File: src/hdl/pce_pkg.sv
`default_nettype none

package pce_pkg;

   localparam int DATA_W              = 32;
   localparam int REQ_W               = 2;
   localparam int IDX_OUT_W           = 10;
   localparam int COUNT_W             = 11;
   localparam int STAT_W              = 2;
   localparam int FRAC_W              = 16;
   // Q16.16 product width before rounding; wider ones saturate
   localparam int RAW_W               = 64;
   // Intermediates hold +-(2^60 - 1)
   localparam int WIDE_W              = 61;
   localparam int SUM_W               = 63;
   localparam int DEFAULT_TABLE_DEPTH = 1024;

   localparam logic signed [WIDE_W-1:0] WIDE_MAX = {1'b0, {(WIDE_W-1){1'b1}}};

   typedef enum logic [REQ_W-1:0] {
      REQ_LOAD,
      REQ_VALUE,
      REQ_SLOPE,
      REQ_IGNORE
   } req_code_type;

   typedef enum logic [STAT_W-1:0] {
      ST_OK,
      ST_FULL,
      ST_BEYOND,
      ST_SAT
   } status_code_type;

   // One multiplication and how its product is folded in
   typedef enum logic [2:0] {
      STEP_DS2,
      STEP_DS3,
      STEP_VB,
      STEP_VC,
      STEP_VD,
      STEP_DC,
      STEP_DD
   } step_type;

   typedef enum logic [2:0] {
      RES_ZERO,
      RES_FULL,
      RES_BEYOND,
      RES_LOADED,
      RES_EVAL
   } res_kind_type;

   typedef struct packed {
      logic [DATA_W-1:0] start;
      logic [DATA_W-1:0] coef_a;
      logic [DATA_W-1:0] coef_b;
      logic [DATA_W-1:0] coef_c;
      logic [DATA_W-1:0] coef_d;
   } seg_type;

   typedef struct packed {
      logic         latch_req;
      logic         store;
      logic         walk_start;
      logic         walk_run;
      logic         form_ds;
      logic         mul_start;
      step_type     step;
      logic         res_en;
      res_kind_type res_kind;
   } ctrl_cmd_type;

   typedef struct packed {
      req_code_type req_code;
      logic         table_full;
      logic         group_empty;
      logic         group_beyond;
      logic         walk_end;
      logic         mul_done;
   } dp_stat_type;

endpackage

`default_nettype wire

File: src/hdl/pce_ctrl.sv
`default_nettype none

module pce_ctrl import pce_pkg::*; (
   input  wire logic        clock,
   input  wire logic        reset,
   input  wire logic        req_valid,
   output logic             req_ready,
   output logic             rsp_valid,
   input  wire logic        rsp_ready,
   input  wire dp_stat_type stat,
   output ctrl_cmd_type     cmd
);

   typedef enum logic [2:0] {
      S_IDLE,
      S_DECODE,
      S_LOAD,
      S_WALK,
      S_DIFF,
      S_MUL_GO,
      S_MUL_WAIT,
      S_FINISH
   } state_type;

   state_type    state_ff, state_in;
   step_type     step_ff, step_in;
   res_kind_type res_kind_ff, res_kind_in;
   logic         rsp_valid_ff, rsp_valid_in;

   always_comb begin
      state_in     = state_ff;
      step_in      = step_ff;
      res_kind_in  = res_kind_ff;
      cmd          = '0;
      cmd.step     = step_ff;
      cmd.res_kind = res_kind_ff;
      req_ready    = (state_ff == S_IDLE);

      case (state_ff)
         S_IDLE: begin
            if (req_valid) begin
               cmd.latch_req = 1'b1;
               state_in      = S_DECODE;
            end
         end
         S_DECODE: begin
            state_in = S_FINISH;
            case (stat.req_code)
               REQ_LOAD: begin
                  if (stat.table_full) begin
                     res_kind_in = RES_FULL;
                  end else begin
                     state_in = S_LOAD;
                  end
               end
               REQ_VALUE, REQ_SLOPE: begin
                  if (stat.group_empty) begin
                     res_kind_in = RES_ZERO;
                  end else if (stat.group_beyond) begin
                     res_kind_in = RES_BEYOND;
                  end else begin
                     cmd.walk_start = 1'b1;
                     state_in       = S_WALK;
                  end
               end
               default: res_kind_in = RES_ZERO;
            endcase
         end
         S_LOAD: begin
            cmd.store   = 1'b1;
            res_kind_in = RES_LOADED;
            state_in    = S_FINISH;
         end
         S_WALK: begin
            cmd.walk_run = 1'b1;
            if (stat.walk_end) begin
               state_in = S_DIFF;
            end
         end
         S_DIFF: begin
            cmd.form_ds = 1'b1;
            step_in     = STEP_DS2;
            res_kind_in = RES_EVAL;
            state_in    = S_MUL_GO;
         end
         S_MUL_GO: begin
            cmd.mul_start = 1'b1;
            state_in      = S_MUL_WAIT;
         end
         S_MUL_WAIT: begin
            if (stat.mul_done) begin
               state_in = S_MUL_GO;
               case (step_ff)
                  STEP_DS2: step_in = (stat.req_code == REQ_VALUE) ? STEP_DS3 : STEP_DC;
                  STEP_DS3: step_in = STEP_VB;
                  STEP_VB:  step_in = STEP_VC;
                  STEP_VC:  step_in = STEP_VD;
                  STEP_DC:  step_in = STEP_DD;
                  default:  state_in = S_FINISH;
               endcase
            end
         end
         S_FINISH: begin
            // hold until the output register is free
            if (!rsp_valid_ff || rsp_ready) begin
               cmd.res_en = 1'b1;
               state_in   = S_IDLE;
            end
         end
         default: state_in = S_IDLE;
      endcase

      if (cmd.res_en) begin
         rsp_valid_in = 1'b1;
      end else begin
         rsp_valid_in = rsp_valid_ff && !rsp_ready;
      end
   end

   always_ff @(posedge clock) begin
      if (reset) begin
         state_ff     <= S_IDLE;
         step_ff      <= STEP_DS2;
         res_kind_ff  <= RES_ZERO;
         rsp_valid_ff <= 1'b0;
      end else begin
         state_ff     <= state_in;
         step_ff      <= step_in;
         res_kind_ff  <= res_kind_in;
         rsp_valid_ff <= rsp_valid_in;
      end
   end

   assign rsp_valid = rsp_valid_ff;

   a_result_from_finish: assert property (@(posedge clock) disable iff (reset)
      $rose(rsp_valid_ff) |-> ($past(state_ff) == S_FINISH))
      else $error("result raised outside finish");

endmodule

`default_nettype wire

File: config.mk
export PLATFORM = sky130hd
export DESIGN_NAME = pce_ctrl
export DESIGN_NICKNAME = d
export VERILOG_FILES = /design/src/hdl/pce_pkg.sv /design/src/hdl/pce_ctrl.sv
export SDC_FILE = /design/constraint.sdc
export NUM_CORES = 1
export LEC_CHECK = 0
export ABC_CLOCK_PERIOD_IN_PS = 2100
export CAP_MARGIN = 40
export CORE_UTILIZATION = 30
export DETAILED_ROUTE_END_ITERATION = 16
export DONT_BUFFER_PORTS = 1
export SETUP_SLACK_MARGIN = 0.2
export SLEW_MARGIN = 20
export SYNTH_ARGS = -nofsm -noshare
export SYNTH_HDL_FRONTEND = slang
export SYNTH_SLANG_ARGS = --single-unit
File: constraint.sdc
create_clock -name clock -period 2.1 [get_ports clock]
set_input_delay 0.315 -clock clock [delete_from_list [all_inputs] [get_ports clock]]
set_output_delay 0.315 -clock clock [all_outputs]
set_load 0.02 [all_outputs]
; Word level (Yosys, flattened, before mapping)
; Index checks and enable logic that the tools add are counted.
; Widths: inputs -> output; s select.
[word_totals]
inputBits = 11
out_inout_bits = 15
ff_bits = 10
elab_cells = 70
[classes]
reduce_logical = 14
mux = 32
eq_ne = 20
[op_table]
columns = operator, n
row1 = $mux 3, 12
row2 = $pmux 3 s8, 1
row3 = $pmux 3 s2, 3
row4 = $eq 3x3->1 const B, 5
row5 = $pmux 3 s5, 1
row6 = $mux 1, 13
row7 = $eq 3x2->1 const B, 4
row8 = $pmux 3 s3, 1
row9 = $ne 2x2->1 const B, 4
row10 = $eq 3x1->1 const B, 2
row11 = $logic_not 3->1, 2
row12 = $ne 6x6->1 const B, 1
row13 = $reduce_and 3->1, 2
row14 = $reduce_or 5->1, 1
row15 = $ne 4x4->1 const B, 1
row16 = $reduce_and 4->1, 1
row17 = $ne 3x3->1 const B, 1
row18 = $reduce_bool 3->1, 1
row19 = $eq 2x1->1 const B, 1
row20 = $eq 2x2->1 const B, 1
row21 = $logic_not 1->1, 2
row22 = $logic_not 2->1, 1
row23 = $mux 2, 1
row24 = $reduce_bool 2->1, 1
row25 = other kinds (3), 3

; Logic depth before layout (Yosys ltp)
; Gate-level depths: netlist of run 1.
[logic_depth]
ltp_word = 5
depth_mapped = 6
ltp_nobuf = 6

; Worst setup path after synthesis of run 1
; No wires, ideal clock.
[synth_path]
path_kind = input-to-output
start = input stat[6] (netlist bit)
end = output cmd[10] (netlist bit)
t_required_ns = 1.785
n_path_buf = 0
path_stages = 4
setup_slack_ns = 0.273
t_arrival_ns = 1.512
cell_sequence = inv_1 > ha_1 > or3b_1 > nor3_1
[synth_rtl]
columns = element, line
row1 = "start, declared", pce_ctrl.sv:10  ; input wire dp_stat_type stat,
row2 = "end, declared", pce_ctrl.sv:11  ; output ctrl_cmd_type cmd

==> out/results.ini, run 1 <==
[finish]
diodes=0
layout-drive-gt1-share_pct=13.5
area_growth_syn_to_layout_pct=5.99
final_common_cell=nor2_1
layout_common_cells=10 x nor2_1, 8 x inv_1, 8 x dfxtp_1
fillers=263
stdcell_count=134
layout.nets=121

[placement]
port_buffers=0
gp_congestion=0.775
dp_hpwl_um=1370
place_inst=131

[synthesis]
synth-edff-count=0
synth_area_per_cell_um2=7.29
ys.flop_type=dfxtp_1
synth_fp_nets=121
synth.distinct_cells=37
synth_cells=106
ys_warn_count=0
syn_area_um2=773
synth-async-reset-ratio_pct=0
ys_ff_latch=10
yosysSeqAreaShare_pct=25.9

[power_and_ir_drop]
p_leak_nw=0.313
vdd_ir_drop_max_v=0.000512
power_density_nw_per_um2=1250
power_mw=1.02

[timing]
totalNegativeSetupSlack_ns=0
hold_violations=0
rsz0062_at_grt=no
fmax_ghz=0.555
fin_crit_sh_pct=85.7
setup_viol=0
period_needed_ns=1.80
final_max_slew_viol_count=0
worstMarginPinSlew_ns=0.436
relSlewSlack_pct=70.9
skew_ns=0.00355

[floorplan]
core_um2=2450
die_y_um=52.8
die_width_um=52.8
start_util_pct=31.5
num_io_pins=26
die_area_um2=2780
placementRows=18

[worst_hold_path]
min_to=state_ff[1]
hold_depth=1
hp-class=primary input to register
worst_hold_startpoint=reset

[cts]
cts_hold_buf=0
h-tree-depth=1
clock_latency_ns=0.27
cts_buffers=3
cts_sinks=10
cts_setup_buffers=0
cts_tree=yes
clock-root-buffer=clkbuf_4
path_clk_slew_ns=0.06
cts_max_path_buffers=2

[drt]
wire_per_inst_um=13.1
ant_nets=0
avgViaCountPerCell=5.34
vias=716
drc=1
drt_iter0_markers=17
first_pass_iters=10
routed_wl_um=1760

[critical_path]
r2r-start=state_ff[2]
r2r_cells=5
cp_max_fo=11
rrSetupSlack_ns=0.69
required_ns=1.78
worstPathArrival_ns=1.49
crit_path_end_kind=primary output
start_kind=register
worstReg2RegEnd=state_ff[1]
path_class=register to primary output

[global_routing]
grt_pass1_wl_um=2840
use_met1_pct=18.0
gr-usage-met3_pct=2.90
grt_util_met2_pct=21.1
grt_antenna_before_repair=0
grt_pass1_vias=642
top_usage_layer=met2
grt_max_degree=16
grt.total_usage_pct=14.2
grt_overflow=0

[outcome]
violations=DRC
status=complete, but fails checks

[run]
drv_cap=0

report_power, final:
group / internal (mW) / switching, mW / total [mW]
registers: 0.253 / 0.153 / 0.406
logic: 0.191 / 0.291 / 0.483
clock network: 0.0663 / 0.0666 / 0.133
cell families (layout without fill, tap and decap cells):
logic type / count (synthesis) / in the layout / share of synthesized area, %
mux: 1 / 1 / 1.29
simple gates: 44 / 44 / 30.9
compound gates: 29 / 29 / 24.8
fa+ha+maj: 4 / 4 / 6.47
buf+inv: 17 / 15 / 9.55
flops: 10 / 10 / 25.9
xor+xnor: 1 / 1 / 1.13
state kept, by name, indices dropped and copies added, names as in the netlist:
register / count
res_kind_ff: 3
state_ff: 3
step_ff: 3
rsp_valid: 1
how the worst max path moves through the flow:
stage / start / endpoint / slack, ns / cells after the start
floorplan: stat[6] / cmd[10] / 0.27 / 4
global placement: stat[6] / cmd[10] / 0.42 / 5
detailed placement: stat[6] / cmd[10] / 0.34 / 5
CTS: state_ff[0] / cmd[12] / 0.23 / 3
global route: state_ff[2] / cmd[8] / 0.21 / 3
finish: state_ff[2] / cmd[10] / 0.30 / 4
metal layers:
layer / vias up / routed length (µm)
met4: 0 / 20
met5: - / 0
li1: 368 / -
met3: 3 / 112
met2: 25 / 808
met1: 320 / 816
worst max-delay path, stage by stage (launching register included):
cell and delay [ns]:
dfxtp_1 0.41, buf_4 0.21, nand2b_1 0.20, nor3_1 0.22, buf_4 0.17
through the flow:
stage	area (µm²)	worst slack [ns]	util, %	hold WS (ns)
after floorplan	773	0.273	-	0.531
after global placement	793	0.420	32.3	0.386
after detailed placement	793	0.338	32.3	0.386
after CTS	816	0.233	33.2	0.100
after global routing	820	0.209	33.4	0.0914
final	820	0.299	33.4	0.102
cells in the mapped netlist (all sizes together) (4+ instances only):
library cell | n | area (µm²)
a31oi | 7 | 43.8
o21ai | 5 | 25.0
nand3 | 5 | 30.0
ha | 4 | 50.1
nand2 | 6 | 22.5
nor3 | 4 | 20.0
nor2 | 10 | 37.5
a21oi | 8 | 43.8
dfxtp | 10 | 200
buf | 7 | 36.3
inv | 9 | 33.8
nand2b | 7 | 43.8
timing repair:
item                       4_1_cts  5_1_grt
setup endpoints to repair        0        3
hold endpoints to repair         0        0
resized for setup                0        3
final cells by class:
type	instances	area (µm²)	area share (%)
multi-input cells	79	500	61.1
flip-flops and latches	10	203	24.7
well taps	30	37.5	4.58
inverters	9	33.8	4.12
clock buffers	3	22.5	2.75
repair buffers	3	22.5	2.75
Power figures use the tool's default switching activity.
==> run 2: changes to the inputs <==
--- a/config.mk
+++ b/config.mk
@@ -6,10 +6,11 @@
 export NUM_CORES = 1
 export LEC_CHECK = 0
 export ABC_CLOCK_PERIOD_IN_PS = 2100
+export BUFFER_PORTS_ARGS = -buffer_cell sky130_fd_sc_hd__buf_4
 export CAP_MARGIN = 40
 export CORE_UTILIZATION = 30
 export DETAILED_ROUTE_END_ITERATION = 16
-export DONT_BUFFER_PORTS = 1
+export GPL_TIMING_DRIVEN = 0
 export SETUP_SLACK_MARGIN = 0.2
 export SLEW_MARGIN = 20
 export SYNTH_ARGS = -nofsm -noshare
==> run 2 against run 1 <==
  * The run still ends with DRC left
  * Clock-buffer cell count did not move
  * Global-route usage fell by 0.085 points
  * Largest power group unchanged
  * Die area did not move
==> out/results.ini, run 2 (synthesis results as in run 1) <==
[timing]
worstMarginPinSlew_ns=0.452  ; +0.0167 ns
fmax_ghz=0.551  ; -0.75%
setup_viol=0  ; unchanged
skew_ns=0.00156  ; -0.00199 ns
rsz0062_at_grt=no
relSlewSlack_pct=69.1  ; -1.9 points
fin_crit_sh_pct=86.4  ; +0.65 points
totalNegativeSetupSlack_ns=0  ; unchanged
period_needed_ns=1.81  ; +0.0136 ns
final_max_slew_viol_count=0  ; unchanged
whs_ns=0.374  ; +0.272 ns
hold_violations=0  ; unchanged

[cts]
cts_tree=yes
path_clk_slew_ns=0.07  ; about the same
clock_latency_ns=0.26  ; about the same
cts_max_path_buffers=2  ; unchanged
clock-root-buffer=clkbuf_4
h-tree-depth=1  ; unchanged
cts_sinks=10  ; unchanged
cts_buffers=3  ; unchanged
cts_setup_buffers=0  ; unchanged

[drt]
drc=1  ; unchanged
first_pass_iters=10  ; unchanged
wire_per_inst_um=11.6  ; -11%
routed_wl_um=1900  ; +7.9%
vias=825  ; +15%
avgViaCountPerCell=5.06  ; -5.3%
drt_iter0_markers=8  ; -9
ant_nets=0  ; unchanged

[floorplan]
core_um2=2450  ; unchanged
die_area_um2=2780  ; unchanged
die_width_um=52.8  ; unchanged
num_io_pins=26  ; unchanged
die_y_um=52.8  ; unchanged
placementRows=18  ; unchanged
start_util_pct=31.5  ; unchanged

[critical_path]
crit_path_end_kind=primary output
path_class=primary input to primary output
cp_max_fo=4  ; -7
worstPathArrival_ns=1.50  ; about the same
start_kind=primary input
required_ns=1.78  ; about the same
rrSetupSlack_ns=0.75  ; +0.06 ns

[run]
drv_cap=0  ; unchanged

[power_and_ir_drop]
p_leak_nw=0.452  ; +44%
vdd_ir_drop_max_v=0.000474  ; -7.3%
power_mw=1.17  ; +15%
power_density_nw_per_um2=1150  ; -7.8%

[global_routing]
grt_pass1_wl_um=2930  ; +3.2%
grt_pass1_vias=700  ; +9.0%
grt_overflow=0  ; unchanged
grt_max_degree=11  ; -5
grt.total_usage_pct=14.1  ; -0.085 points
grt_antenna_before_repair=0  ; unchanged

[placement]
port_buffers=24  ; +24
dp_hpwl_um=1460  ; +6.6%
gp_congestion=0.789  ; +1.8%

[finish]
layout.nets=150  ; +24%
layout-drive-gt1-share_pct=29.3  ; +16 points
diodes=0  ; unchanged
layout_common_cells=25 x buf_4, 10 x nor2_1, 10 x dfxtp_1
top_regs=res_kind_ff: 3 flops, state_ff: 3 flops, step_ff: 3 flops
post-route-util_pct=41.5  ; +8.1 points
area_growth_syn_to_layout_pct=31.7
fillers=274  ; +4.2%
final_common_cell=buf_4

[outcome]
violations=DRC
status=complete, but fails checks

[worst_hold_path]
hp-class=primary input to register

run 2: changes by cell type in the layout (fill, tap and decap cells not counted):
cell	before	now
buf_2	0	5
buf_4	3	25
dfxtp_2	2	0
nor3_1	4	3
and2_1	1	2
and2_2	1	0
buf_1	0	1
dfxtp_1	8	10
nor3_2	0	1
clkbuf_1	0	1
run 2: path summary, 6_finish.rpt:
check / start / end / depth (start not counted)
hold / removal: rsp_ready / rsp_valid / 3
setup reg to reg: state_ff[2] / state_ff[2] / 5
hold reg to reg: res_kind_ff[2] / res_kind_ff[2] / 2
setup / recovery: stat[5] / cmd[10] / 6
run 2: timing repair:
item	in CTS	in global routing
resized for setup	0	1
hold buffers	0	0
endpoints found under the hold margin	0	0
endpoints found under the setup margin	0	1
run 2: power breakdown:
group          internal (mW)  total (mW)  switching (mW)
registers              0.249       0.292          0.0430
logic                  0.307       0.747           0.440
clock network         0.0661       0.131          0.0647
run 2: cell type report:
type	instances	area, µm²	share of cell area [%]
sequential	10	200	19.7
tap	30	37.5	3.69
buffer	8	40.0	3.93
inverter	9	33.8	3.32
multi-input combinational	79	504	49.5
timing repair buffer	24	180	17.7
clock buffer	3	22.5	2.21
run 2: critical path: stages:
cell and delay [ns]:
buf_4 0.09, inv_1 0.05, ha_1 0.32, or3b_1 0.41, nor3_2 0.14, buf_4 0.17
run 2: per-layer routing:
layer | vias up | global-route usage (%) | wire length (µm)
met5 | - | 0 | 0
met4 | 0 | 5.26 | 0
met3 | 0 | 1.74 | 41
met2 | 13 | 23.2 | 884
met1 | 385 | 18.4 | 971
li1 | 427 | - | -
run 2: stage by stage:
| stage | cell area (µm²) | instances | setup WS (ns) |
|---|---|---|---|
| detailed placement | 991 | 160 | 0.278 |
| floorplan | 773 | 106 | 0.273 |
| global route | 1020 | 163 | 0.206 |
| finish | 1020 | 163 | 0.286 |
| CTS | 1010 | 163 | 0.267 |
| global placement | 991 | 160 | 0.269 |
==> run 3: changes to the inputs <==
--- a/config.mk
+++ b/config.mk
@@ -5,11 +5,12 @@
 export SDC_FILE = /design/constraint.sdc
 export NUM_CORES = 1
 export LEC_CHECK = 0
-export ABC_CLOCK_PERIOD_IN_PS = 2100
+export ABC_CLOCK_PERIOD_IN_PS = 1500
 export BUFFER_PORTS_ARGS = -buffer_cell sky130_fd_sc_hd__buf_4
 export CAP_MARGIN = 40
 export CORE_UTILIZATION = 30
 export DETAILED_ROUTE_END_ITERATION = 16
+export GPL_ROUTABILITY_DRIVEN = 0
 export GPL_TIMING_DRIVEN = 0
 export SETUP_SLACK_MARGIN = 0.2
 export SLEW_MARGIN = 20
==> constraint.sdc (replaced) <==
create_clock -name clock -period 1.5 [get_ports clock]
set_input_delay 0.225 -clock clock [delete_from_list [all_inputs] [get_ports clock]]
set_output_delay 0.225 -clock clock [all_outputs]
set_load 0.02 [all_outputs]
==> run 3 against run 2 <==
  * The run ends with setup timing left
  * Clock power is 46% higher
  * Non-clock buffer count rose by 10
  * Worst setup slack worse by 0.37 ns
  * Utilization grew 13 points
  * Combinational power up 130%
  * Register-to-register slack got worse by 0.63 ns
  * Largest cell class unchanged
  * Largest power group unchanged
==> out/results.ini, run 3 (synthesis results as in run 1) <==
[global_routing]
grt.total_usage_pct=16.3  ; +2.2 points
grt_max_degree=11  ; unchanged
grt_pass1_vias=791  ; +13%
grt_antenna_before_repair=0  ; unchanged
grt_overflow=0  ; unchanged
grt_pass1_wl_um=3330  ; +14%

[floorplan]
num_io_pins=26  ; unchanged
start_util_pct=31.5  ; unchanged
core_um2=2450  ; unchanged
die_area_um2=2780  ; unchanged
placementRows=18  ; unchanged
die_width_um=52.8  ; unchanged
die_y_um=52.8  ; unchanged

[cts]
cts_tree=yes
path_clk_slew_ns=0.07  ; about the same
h-tree-depth=1  ; unchanged
cts_sinks=10  ; unchanged
cts_buffers=3  ; unchanged
cts_hold_buf=0  ; unchanged
cts_max_path_buffers=2  ; unchanged
clock_latency_ns=0.26  ; about the same
clock-root-buffer=clkbuf_4

[placement]
dp_hpwl_um=1480  ; +1.3%
port_buffers=24  ; unchanged

[finish]
top_regs=res_kind_ff: 3 flops, state_ff: 3 flops, step_ff: 3 flops
final_common_cell=buf_4
post-route-util_pct=54.3  ; +13 points
area_growth_syn_to_layout_pct=72.3
diodes=0  ; unchanged
layout-drive-gt1-share_pct=51.7  ; +22 points
layout.nets=160  ; +6.7%
layout_common_cells=26 x buf_4, 11 x buf_6, 7 x nor2_1, 7 x dfxtp_1

[drt]
routed_wl_um=2280  ; +20%
drt_iter0_markers=15  ; +7
avgViaCountPerCell=5.25  ; +3.8%
first_pass_iters=4  ; -6
ant_nets=0  ; unchanged
vias=909  ; +10%
drc=0  ; -1
wire_per_inst_um=13.2  ; +13%

[outcome]
violations=setup timing
status=complete, but fails checks

[timing]
period_needed_ns=1.59
hold_violations=0  ; unchanged
setup_viol=5  ; +5
worstMarginPinSlew_ns=0.537  ; +0.0849 ns
fin_ws_ns=-0.0870  ; -0.373 ns
relSlewSlack_pct=64.2  ; -4.9 points
final_max_slew_viol_count=0  ; unchanged
skew_ns=0.00122  ; -0.000335 ns
whs_ns=0.303  ; -0.0714 ns
fmax_ghz=0.630
rsz0062_at_grt=yes
fin_crit_sh_pct=106

[worst_hold_path]
hp-class=primary input to register

[power_and_ir_drop]
p_leak_nw=0.550  ; +22%
power_density_nw_per_um2=1760  ; +53%
vdd_ir_drop_max_v=0.00104  ; +120%

[run]
drv_cap=0  ; unchanged

[critical_path]
required_ns=1.27  ; -0.51 ns
worstPathArrival_ns=1.36  ; -0.14 ns
path_class=register to primary output
crit_path_end_kind=primary output
start_kind=register
cp_max_fo=3  ; -1

==> run 3: cell types whose count changed in the layout (fill, tap and decap cells not counted), moves of 3 or more <==
cell,previous run,this run
dfxtp_1,10,7
nor2_1,10,7
buf_6,0,11
dfxtp_2,0,3
nor2_2,0,3
buf_2,5,0
==> run 3: repair_timing <==
| item | 4_1_cts | 5_1_grt |
|---|---|---|
| endpoints found under the setup margin | 9 | 12 |
| pin swaps | 1 | 10 |
| setup buffers | 4 | 6 |
| gates resized for setup | 10 | 28 |
==> run 3: critical path: stages, from the launching register on <==
cell     delay, ns
dfxtp_2       0.33
buf_6         0.11
or3_4         0.37
inv_4         0.06
and2_4        0.12
buf_6         0.10
==> run 3: cell type report <==
class | instances | area [µm²]
plain buffers | 8 | 67.6
clock buffers | 3 | 22.5
fillers | 232 | 1120
inverters | 9 | 51.3
multi-input cells | 79 | 636
flip-flops and latches | 10 | 204
well taps | 30 | 37.5
repair buffers | 34 | 314
==> run 3: routing by layer <==
metal	wire length, µm	track usage, %	up-vias
met5	0	0	-
met4	38	10.1	0
met3	88	2.03	4
met2	1190	25.5	26
met1	960	20.8	436
li1	-	-	443
==> run 3: through the flow <==
stage / setup TNS (ns) / power [mW] / std cells / setup slack (ns) / cell area (µm²)
floorplan: 0 / 1.21 / 106 / 0.164 / 833
global placement: -0.102 / 1.54 / 160 / -0.0585 / 1050
detailed placement: -0.115 / 1.54 / 160 / -0.0702 / 1050
CTS: -0.257 / 1.90 / 167 / -0.0892 / 1130
global route: -0.455 / 2.49 / 173 / -0.126 / 1330
finish: -0.206 / 2.35 / 173 / -0.0870 / 1330
==> run 3: path summary, 6_finish.rpt <==
| kind | slack [ns] | from | end | depth (start not counted) |
|---|---|---|---|---|
| worst max-delay path | -0.09 | state_ff[1] | cmd[12] | 5 |
| worst min-delay path | 0.30 | req_valid | state_ff[1] | 3 |
| worst max register to register | 0.12 | state_ff[2] | state_ff[0] | 7 |
| worst min register to register | 0.50 | res_kind_ff[2] | res_kind_ff[2] | 2 |
==> run 3: where the power goes <==
group / internal [mW] / switching, mW / total, mW
Sequential: 0.356 / 0.0768 / 0.433
Clock: 0.0927 / 0.0980 / 0.191
Combinational: 0.883 / 0.842 / 1.73
